[config.mk]
export PLATFORM = sky130hd
export DESIGN_NAME = newline_line_framer
export DESIGN_NICKNAME = d
export VERILOG_FILES = /design/src/rtl/core/lnf_pkg.sv /design/src/rtl/core/lnf_line_store.sv /design/src/rtl/core/newline_line_framer.sv
export SDC_FILE = /design/constraint.sdc
export NUM_CORES = 1
export LEC_CHECK = 0
export BUFFER_PORTS_ARGS = -buffer_cell sky130_fd_sc_hd__buf_4
export CORE_AREA = 3 3 133 135
export CTS_CLUSTER_SIZE = 24
export DETAILED_ROUTE_END_ITERATION = 10
export DIE_AREA = 0 0 136 138
export GPL_ROUTABILITY_DRIVEN = 0
export SYNTH_ARGS = -nofsm -noshare
export SYNTH_HDL_FRONTEND = slang
export SYNTH_HIERARCHICAL = 1
export SYNTH_SLANG_ARGS = --single-unit
[constraint.sdc]
create_clock -name aclk -period 3.8 [get_ports aclk]
set_input_delay 0 -clock aclk [delete_from_list [all_inputs] [get_ports aclk]]
set_output_delay 0 -clock aclk [all_outputs]
set_load 0.05 [all_outputs]
[src/rtl/core/lnf_pkg.sv]
// Shared constants and types for the newline line framer.
`timescale 1ns / 1ps
`default_nettype none
package lnf_pkg;

    // Longest line that is kept, newline excluded.
    localparam int MAX_CHARS = 18;
    localparam int CNT_W     = 5;
    localparam int ADDR_W    = (MAX_CHARS > 1) ? $clog2(MAX_CHARS) : 1;
    localparam int BYTE_W    = 8;

    localparam logic [BYTE_W-1:0] NEWLINE_CODE = 8'd10;
    localparam logic [CNT_W-1:0]  MAX_COUNT    = CNT_W'(MAX_CHARS);

    // Sequencer states.
    typedef enum logic {
        ST_COLLECT,
        ST_EMIT
    } lnf_state_t;

    // Write request into the line store.
    typedef struct packed {
        logic              en;
        logic [ADDR_W-1:0] addr;
        logic [BYTE_W-1:0] data;
    } lnf_store_wr_t;

endpackage
`default_nettype wire

[src/rtl/core/lnf_line_store.sv]
// Generic single-port-write, single-port-read RAM with a registered read.
`timescale 1ns / 1ps
`default_nettype none
module lnf_line_store #(
    parameter int WIDTH  = 8,
    parameter int DEPTH  = 18,
    parameter int ADDR_W = (DEPTH > 1) ? $clog2(DEPTH) : 1
) (
    input  wire logic              aclk,
    input  wire logic              wr_en,
    input  wire logic [ADDR_W-1:0] wr_addr,
    input  wire logic [WIDTH-1:0]  wr_data,
    input  wire logic [ADDR_W-1:0] rd_addr,
    output logic [WIDTH-1:0]       rd_data
);

    logic [WIDTH-1:0] mem_reg [DEPTH];
    logic [WIDTH-1:0] rd_data_reg;

    // Entries are written one at a time.
    always_ff @(posedge aclk) begin
        if (wr_en) begin
            mem_reg[wr_addr] <= wr_data;
        end
    end

    // Read data is registered and appears in the cycle after the address; addresses past the end read as zero.
    always_ff @(posedge aclk) begin
        if (32'(rd_addr) < DEPTH) begin
            rd_data_reg <= mem_reg[rd_addr];
        end else begin
            rd_data_reg <= '0;
        end
    end

    assign rd_data = rd_data_reg;

endmodule
`default_nettype wire

[src/rtl/core/newline_line_framer.sv]
// Top level of the newline line framer: byte collection and line emission.
//
// Usage: received bytes enter one word at a time on the s_ channel
// (s_valid, s_ready, s_rx_byte). Ordinary characters are stored in an
// 18-entry line store and produce no output. A newline (10) starts the
// emission of the stored line on the m_ channel: the characters in order
// with m_byte_index counting from 0, then the newline with m_last high.
// A line longer than 18 characters is dropped, and every byte up to and
// including the next newline is discarded without output.
// Timing: an ordinary byte is stored as it is taken. A newline after n stored
// characters occupies the block for n+1 output words, one per cycle when
// the receiver keeps m_ready high; a single index counter walks the store
// and s_ready is low until the newline word has been loaded. The output
// register lets the last word wait while new bytes are already collected.
// Reset (aresetn low, synchronous) empties the line, leaves discard mode
// and drops any output word. When the receiver stalls, the current word
// is held stable and the walk through the store pauses.
`timescale 1ns / 1ps
`default_nettype none
module newline_line_framer (
    input  wire logic                        aclk,
    input  wire logic                        aresetn,
    input  wire logic                        s_valid,
    output logic                             s_ready,
    input  wire logic [lnf_pkg::BYTE_W-1:0]  s_rx_byte,
    output logic                             m_valid,
    input  wire logic                        m_ready,
    output logic [lnf_pkg::BYTE_W-1:0]       m_line_byte,
    output logic [lnf_pkg::CNT_W-1:0]        m_byte_index,
    output logic                             m_last
);
    import lnf_pkg::*;

    lnf_state_t        state_reg, state_next;
    logic [CNT_W-1:0]  count_reg, count_next;
    logic [CNT_W-1:0]  idx_reg, idx_next;
    logic              discard_reg, discard_next;
    logic              m_valid_reg, m_valid_next;
    logic [BYTE_W-1:0] m_byte_reg, m_byte_next;
    logic [CNT_W-1:0]  m_index_reg, m_index_next;
    logic              m_last_reg, m_last_next;

    lnf_store_wr_t     store_wr;
    logic [BYTE_W-1:0] store_rd_data;
    logic              in_fire;
    logic              out_free;
    logic              is_newline;

    // The store is read ahead, at the index the walk moves to next.
    lnf_line_store #(
        .WIDTH  (BYTE_W),
        .DEPTH  (MAX_CHARS),
        .ADDR_W (ADDR_W)
    ) u_store (
        .aclk    (aclk),
        .wr_en   (store_wr.en),
        .wr_addr (store_wr.addr),
        .wr_data (store_wr.data),
        .rd_addr (idx_next[ADDR_W-1:0]),
        .rd_data (store_rd_data)
    );

    assign s_ready    = (state_reg == ST_COLLECT);
    assign in_fire    = s_valid && s_ready;
    assign out_free   = !m_valid_reg || m_ready;
    assign is_newline = (s_rx_byte == NEWLINE_CODE);

    // State and output registers.
    always_ff @(posedge aclk) begin
        if (!aresetn) begin
            state_reg   <= ST_COLLECT;
            count_reg   <= '0;
            idx_reg     <= '0;
            discard_reg <= 1'b0;
            m_valid_reg <= 1'b0;
        end else begin
            state_reg   <= state_next;
            count_reg   <= count_next;
            idx_reg     <= idx_next;
            discard_reg <= discard_next;
            m_valid_reg <= m_valid_next;
        end
    end

    always_ff @(posedge aclk) begin
        m_byte_reg  <= m_byte_next;
        m_index_reg <= m_index_next;
        m_last_reg  <= m_last_next;
    end

    // Sequencer: collect bytes, then walk the store one word per cycle while the output is free.
    always_comb begin
        state_next    = state_reg;
        count_next    = count_reg;
        idx_next      = idx_reg;
        discard_next  = discard_reg;
        m_valid_next  = m_valid_reg && !m_ready;
        m_byte_next   = m_byte_reg;
        m_index_next  = m_index_reg;
        m_last_next   = m_last_reg;
        store_wr.en   = 1'b0;
        store_wr.addr = count_reg[ADDR_W-1:0];
        store_wr.data = s_rx_byte;

        case (state_reg)
            ST_COLLECT: begin
                if (in_fire) begin
                    if (discard_reg) begin
                        // Drop everything up to and including the newline.
                        if (is_newline) begin
                            discard_next = 1'b0;
                        end
                    end else if (!is_newline) begin
                        if (count_reg < MAX_COUNT) begin
                            store_wr.en = 1'b1;
                            count_next  = count_reg + CNT_W'(1);
                        end else begin
                            // Overflow: the line is lost.
                            count_next   = '0;
                            discard_next = 1'b1;
                        end
                    end else begin
                        idx_next   = '0;
                        state_next = ST_EMIT;
                    end
                end
            end
            ST_EMIT: begin
                if (out_free) begin
                    m_valid_next = 1'b1;
                    m_index_next = idx_reg;
                    if (idx_reg < count_reg) begin
                        m_byte_next = store_rd_data;
                        m_last_next = 1'b0;
                        idx_next    = idx_reg + CNT_W'(1);
                    end else begin
                        // Closing newline ends the line.
                        m_byte_next = NEWLINE_CODE;
                        m_last_next = 1'b1;
                        count_next  = '0;
                        state_next  = ST_COLLECT;
                    end
                end
            end
            default: begin
                state_next = ST_COLLECT;
            end
        endcase
    end

    assign m_valid      = m_valid_reg;
    assign m_line_byte  = m_byte_reg;
    assign m_byte_index = m_index_reg;
    assign m_last       = m_last_reg;

endmodule
`default_nettype wire
## Yosys cells after proc, flatten, opt, wreduce, memory -nomap -nowiden

Memory sizes are Yosys's and may differ from the RTL's. A register that Yosys moved wholly into a read port is not among the register bits.
Cells that the tools add are included.

| word-level totals | value |
|---|---|
| bits in writable memories | 144 |
| flip-flop bits (word level) | 27 |
| ROM bits | 0 |
| output and inout bits | 16 |
| bits in latches | 0 |
| logic and storage cells | 63 |
| memories | 1 |
| input port bits | 12 |

| cells by class | value |
|---|---|
| eq/ne operators | 6 |
| $mul | 0 |
| mux-type cells | 33 |
| add/sub/neg operators | 2 |
| div/mod/pow operators | 0 |
| shift operators | 0 |
| $lt $le $gt $ge | 3 |
| bitwise logic cells | 1 |
| reduce and logical (&&, ||, !) cells | 9 |

Memories:

| memory | words | bits a word | read ports | clocked after Yosys merged registers in | write ports | RTL line | source |
|---|---|---|---|---|---|---|---|
| u_store.mem_reg | 18 | 8 | 1 | 1 | 1 | lnf_line_store.sv:17 | `logic [WIDTH-1:0] mem_reg [DEPTH];` |

Operator list:

| cell | number |
|---|---|
| 5-bit two-way mux | 11 |
| 5-bit case mux with 2 select lines | 2 |
| 1-bit two-way mux | 19 |
| 5-bit by 1-bit adder with 5-bit output (second input constant) | 2 |
| 5-bit less-than comparator (second input constant) | 2 |
| 8-bit by 4-bit equality test with 1-bit output (second input constant) | 1 |
| 2-bit inequality test (second input constant) | 3 |
| 5-bit less-than comparator | 1 |
| 5-bit AND reduction | 1 |
| 2-bit by 1-bit inequality test with 1-bit output (second input constant) | 2 |
| 2-bit AND reduction | 2 |
| 1-bit logical NOT | 3 |
| 1-bit logical AND | 2 |
| 1-bit case mux with 2 select lines | 1 |
| 1-bit logical OR | 1 |
| 1-bit NOT | 1 |

## Logic depth before layout (Yosys ltp)

| logic depth | value |
|---|---|
| word-level depth | 8 |
| mapped depth | 13 |
| depth with buffers taken out | 11 |

## Cells and area by module

Netlist, hierarchy kept.

By module, submodules not included:

| module | seq. area each (µm²) | cells each | area each (µm²) | instances |
|---|---|---|---|---|
| lnf_line_store | 4484.3 | 286 | 5841.9 | 1 |
| newline_line_framer | 680.7 | 121 | 1273.7 | 1 |

## Least setup slack after synthesis

Ideal clock, no wire load.

| timing | value |
|---|---|
| kind | reg2reg |
| from | register count_reg[2] |
| to | register u_store.rd_data_reg[4] (netlist: u_store/rd_data[4]) (read register of u_store.mem_reg) |
| path buffers | 1 |
| library setup time | 0.131 ns |
| required time | 3.669 ns |
| cell stages (with the launch flop) | 12 |
| arrival | 2.711 ns |
| period minus slack after synthesis | 2.842 ns |
| path slack | 0.958 ns |
| cell sequence | dfxtp_1 -> inv_1 -> ha_1 -> a21o_1 -> a31oi_1 -> o21ai_1 -> mux2i_2 -> buf_6 -> mux4_1 -> mux2_2 -> nand2_1 -> o211ai_1 |

| on the way | value |
|---|---|
| cells in the longest elaborated chain, start to end | 6 |

RTL lines:

| what | RTL line | source |
|---|---|---|
| start: declaration | newline_line_framer.sv:35 | `logic [CNT_W-1:0] count_reg, count_next;` |
| start signal: assignment | newline_line_framer.sv:78 | `count_reg <= count_next;` |
| 5-bit less-than comparator (*) | newline_line_framer.sv:132 | `if (idx_reg < count_reg) begin` |
| 5-bit two-way mux (*) | newline_line_framer.sv:132 |  |
| 5-bit two-way mux (*) | newline_line_framer.sv:129 | `if (out_free) begin` |
| 5-bit case mux with 2 select lines (*) | newline_line_framer.sv:105 | `case (state_reg)` |
| net idx_next[0] | newline_line_framer.sv:36 | `logic [CNT_W-1:0] idx_reg, idx_next;` |
| 5-bit less-than comparator | lnf_line_store.sv:29 | `if (32'(rd_addr) < DEPTH) begin` |
| 1-bit logical NOT (no line) | -- |  |
| end: declaration | lnf_line_store.sv:18 | `logic [WIDTH-1:0] rd_data_reg;` |

Mark *: on every way through the listed nets, which the timed path passes. The rest lies on a longest branch.
A chain may end at the register's enable or synchronous reset.

## Worst setup path in the final report

| timing | value |
|---|---|
| from | register count_reg[2] |
| to | register u_store.rd_data_reg[3] (netlist: u_store/rd_data[3]) (read register of u_store.mem_reg) |

The elaborated chain is that of the path after synthesis.

==> results_dict.tcl <==
set metrics [dict create \
    min_period_ns 3.46 \
    reg2reg_from "count_reg[2]" \
    final_layout_size_suffix_gt1_frac 0.213 \
    clk_path_buf_depth 2 \
    outcome "complete, no violations" \
    die_h_um 138 \
    nets 483 \
    p_leak_nw 2.76 \
    maxSlewViolCount 0 \
    clkLatencyLatePin_ns 0.43 \
    wl_mm 14.7 \
    cts_tree "built" \
    vdd_ir_drop_max_v 0.000342 \
    critPathMaxFanout 29 \
    largest_reg_flops 144 \
    rsz0062_at_grt "no" \
    hp-class "in2reg" \
    start_util 0.429 \
    post_synth.cell_area_avg_um2 17.5 \
    h-tree-depth 4 \
    core_area_mm2 0.0166 \
    cts_resized 0 \
    power_density_mw_per_mm2 492 \
    cts_sinks 179 \
    fin_crit_sh 0.912 \
    worst_slew_pin_slew_ns 0.918 \
    grt_start_max_net_pins 30 \
    netlist.area_leader.share 0.667 \
    reg2reg_slack_ns 0.34 \
    syn_area_mm2 0.00712 \
    die_area_mm2 0.0188 \
    fp-row-count 47 \
    fmax_mhz 289 \
    mostFrequentLayoutCells "edfxtp_1 (158), buf_4 (39), mux2i_1 (32)" \
    postLayoutCoreUtil 0.504 \
    cp-startpoint "count_reg[2]" \
    firstDrtPassIters 5 \
    clock_skew_ns 0.00989 \
    ys_warn_count 6 \
    grt_pass1_vias 3705 \
    synth-seq-cells 179 \
    worstSetupStartpointType "flop" \
    rr_endpoint "u_store/rd_data[3]" \
    worstSetupEndpointType "flop" \
    place_area_mm2 0.00761 \
    slew-limit-headroom 0.386 \
    r2r_cells 10 \
    worstPathRequired_ns 4.07 \
    final_common_cell "edfxtp_1" \
    diodes 0 \
    vias 3800 \
    design_area_mm2 0.00836 \
    avgViaCountPerCell 5.44 \
    antenna_found_initial 0 \
    drv_cap 0 \
    grt_usage 0.164 \
    ys_seq_area_frac 0.726 \
    finalSetupTns_ns 0 \
    synth_area_leaders "edfxtp_1 (67%), mux4_2 (6.6%), dfxtp_1 (5.9%)" \
    cts.clk_slew.worst_paths_ns 0.07 \
    cts_made_buffers 17 \
    worst_ep_arrival_time_ns 3.74 \
    drtIter0Drc 314 \
    cts_root_buf "clkbuf_16" \
    grt_overflow 0 \
    yosysTopAreaCell "edfxtp_1" \
    ys_async_sr_fraction 0 \
    setup.worst_path.end "u_store/rd_data[3]" \
    die_w_um 136 \
    syn_inst 407 \
    grt_pass1_wl_mm 22.4 \
    ios 28 \
    final-setup-viol-count 0 \
    area_growth_pct 17.5 \
    critical_path_class "reg2reg" \
    hold_viol_final 0 \
    numPortBuffers 27 \
    synth_cell_type_count 45 \
    dp_hpwl_mm 9.46 \
    synthesis.nets 425 \
    routedWlPerCell_um 21.1 \
    drc 0 \
    synth_flop_cell "edfxtp_1" \
    synth_edf_count 158 \
    antenna_left 0 \
]
-- timing repair --
action	in CTS	in global routing
endpoints found under the setup margin	0	3
endpoints found under the hold margin	153	0
setup buffers	0	1
hold buffers	12	0
-- worst min-delay path by stage --
stage | from | to | slack (ns) | cells past startpoint
5_1_grt | aresetn | idx_reg[2] | 0.41 | 3
3_3_place_gp | s_valid | discard_reg | 0.26 | 3
6_report | aresetn | idx_reg[2] | 0.41 | 3
2_1_floorplan | s_rx_byte[0] | u_store/mem_reg[0][0] | 0.1 | 0
4_1_cts | aresetn | idx_reg[2] | 0.39 | 3
3_5_place_dp | s_valid | discard_reg | 0.27 | 3
-- worst max-delay path, stage by stage (launching register included) --
cell and delay [ns]:
dfxtp_1 0.54, inv_1 0.13, ha_1 0.33, a21o_1 0.16
a31oi_1 0.27, o21ai_1 0.24, mux2i_4 0.26, buf_12 0.27
mux4_2 0.56, mux2i_1 0.30, o221ai_1 0.22
-- through the flow --
| stage | instances | total power [mW] | setup slack [ns] | hold WS, ns |
|---|---|---|---|---|
| 2_1_floorplan | 407 | 2.27 | 0.958 | 0.0989 |
| 3_3_place_gp | 653 | 2.33 | 0.410 | 0.258 |
| 3_5_place_dp | 653 | 2.34 | 0.367 | 0.268 |
| 4_1_cts | 697 | 4.15 | 0.334 | 0.385 |
| 5_1_grt | 698 | 4.24 | 0.112 | 0.409 |
| 6_report | 698 | 4.11 | 0.336 | 0.406 |
-- cell usage after synthesis, drive strengths merged, types with 7 or more instances --
cell type / number
dfxtp: 21
mux2i: 34
buf: 9
inv: 10
a221oi: 8
nor3: 7
nor2: 21
and2: 11
nand2b: 7
nand2: 16
edfxtp: 158
mux4: 24
o21ai: 19
-- layer usage --
metal	wire length [um]	part of all wire	track usage	vias up
met1	6660	0.45	0.237	1945
met4	255	0.017	0.0599	0
met5	0	0	0	-
li1	-	-	-	1725
met3	753	0.051	0.0371	18
met2	7030	0.48	0.247	112
-- report_power, final --
group	internal [mW]	total (mW)	switching (mW)	leakage, nW
registers	2.16	2.18	0.0117	1.60
logic	0.0482	0.125	0.0765	0.857
clock network	1.09	1.81	0.719	0.304
total	3.30	4.11	0.807	2.76
-- layout make-up --
cell class              count  area [um2]
repair buffers             53         453
multi-input cells         204        1810
fillers                  1379        8220
clock inverters            11         151
inverters                  10        37.5
clock buffers              21         470
flip-flops and latches    179        5160
well taps                 220         275
-- cell families after synthesis --
family          share of synthesized area
flops                               0.726
simple gates                       0.0640
mux                                 0.131
compound gates                     0.0473
buf+inv                            0.0211
fa+ha+maj                          0.0106
No activity file was read; power rests on OpenSTA's default activity.
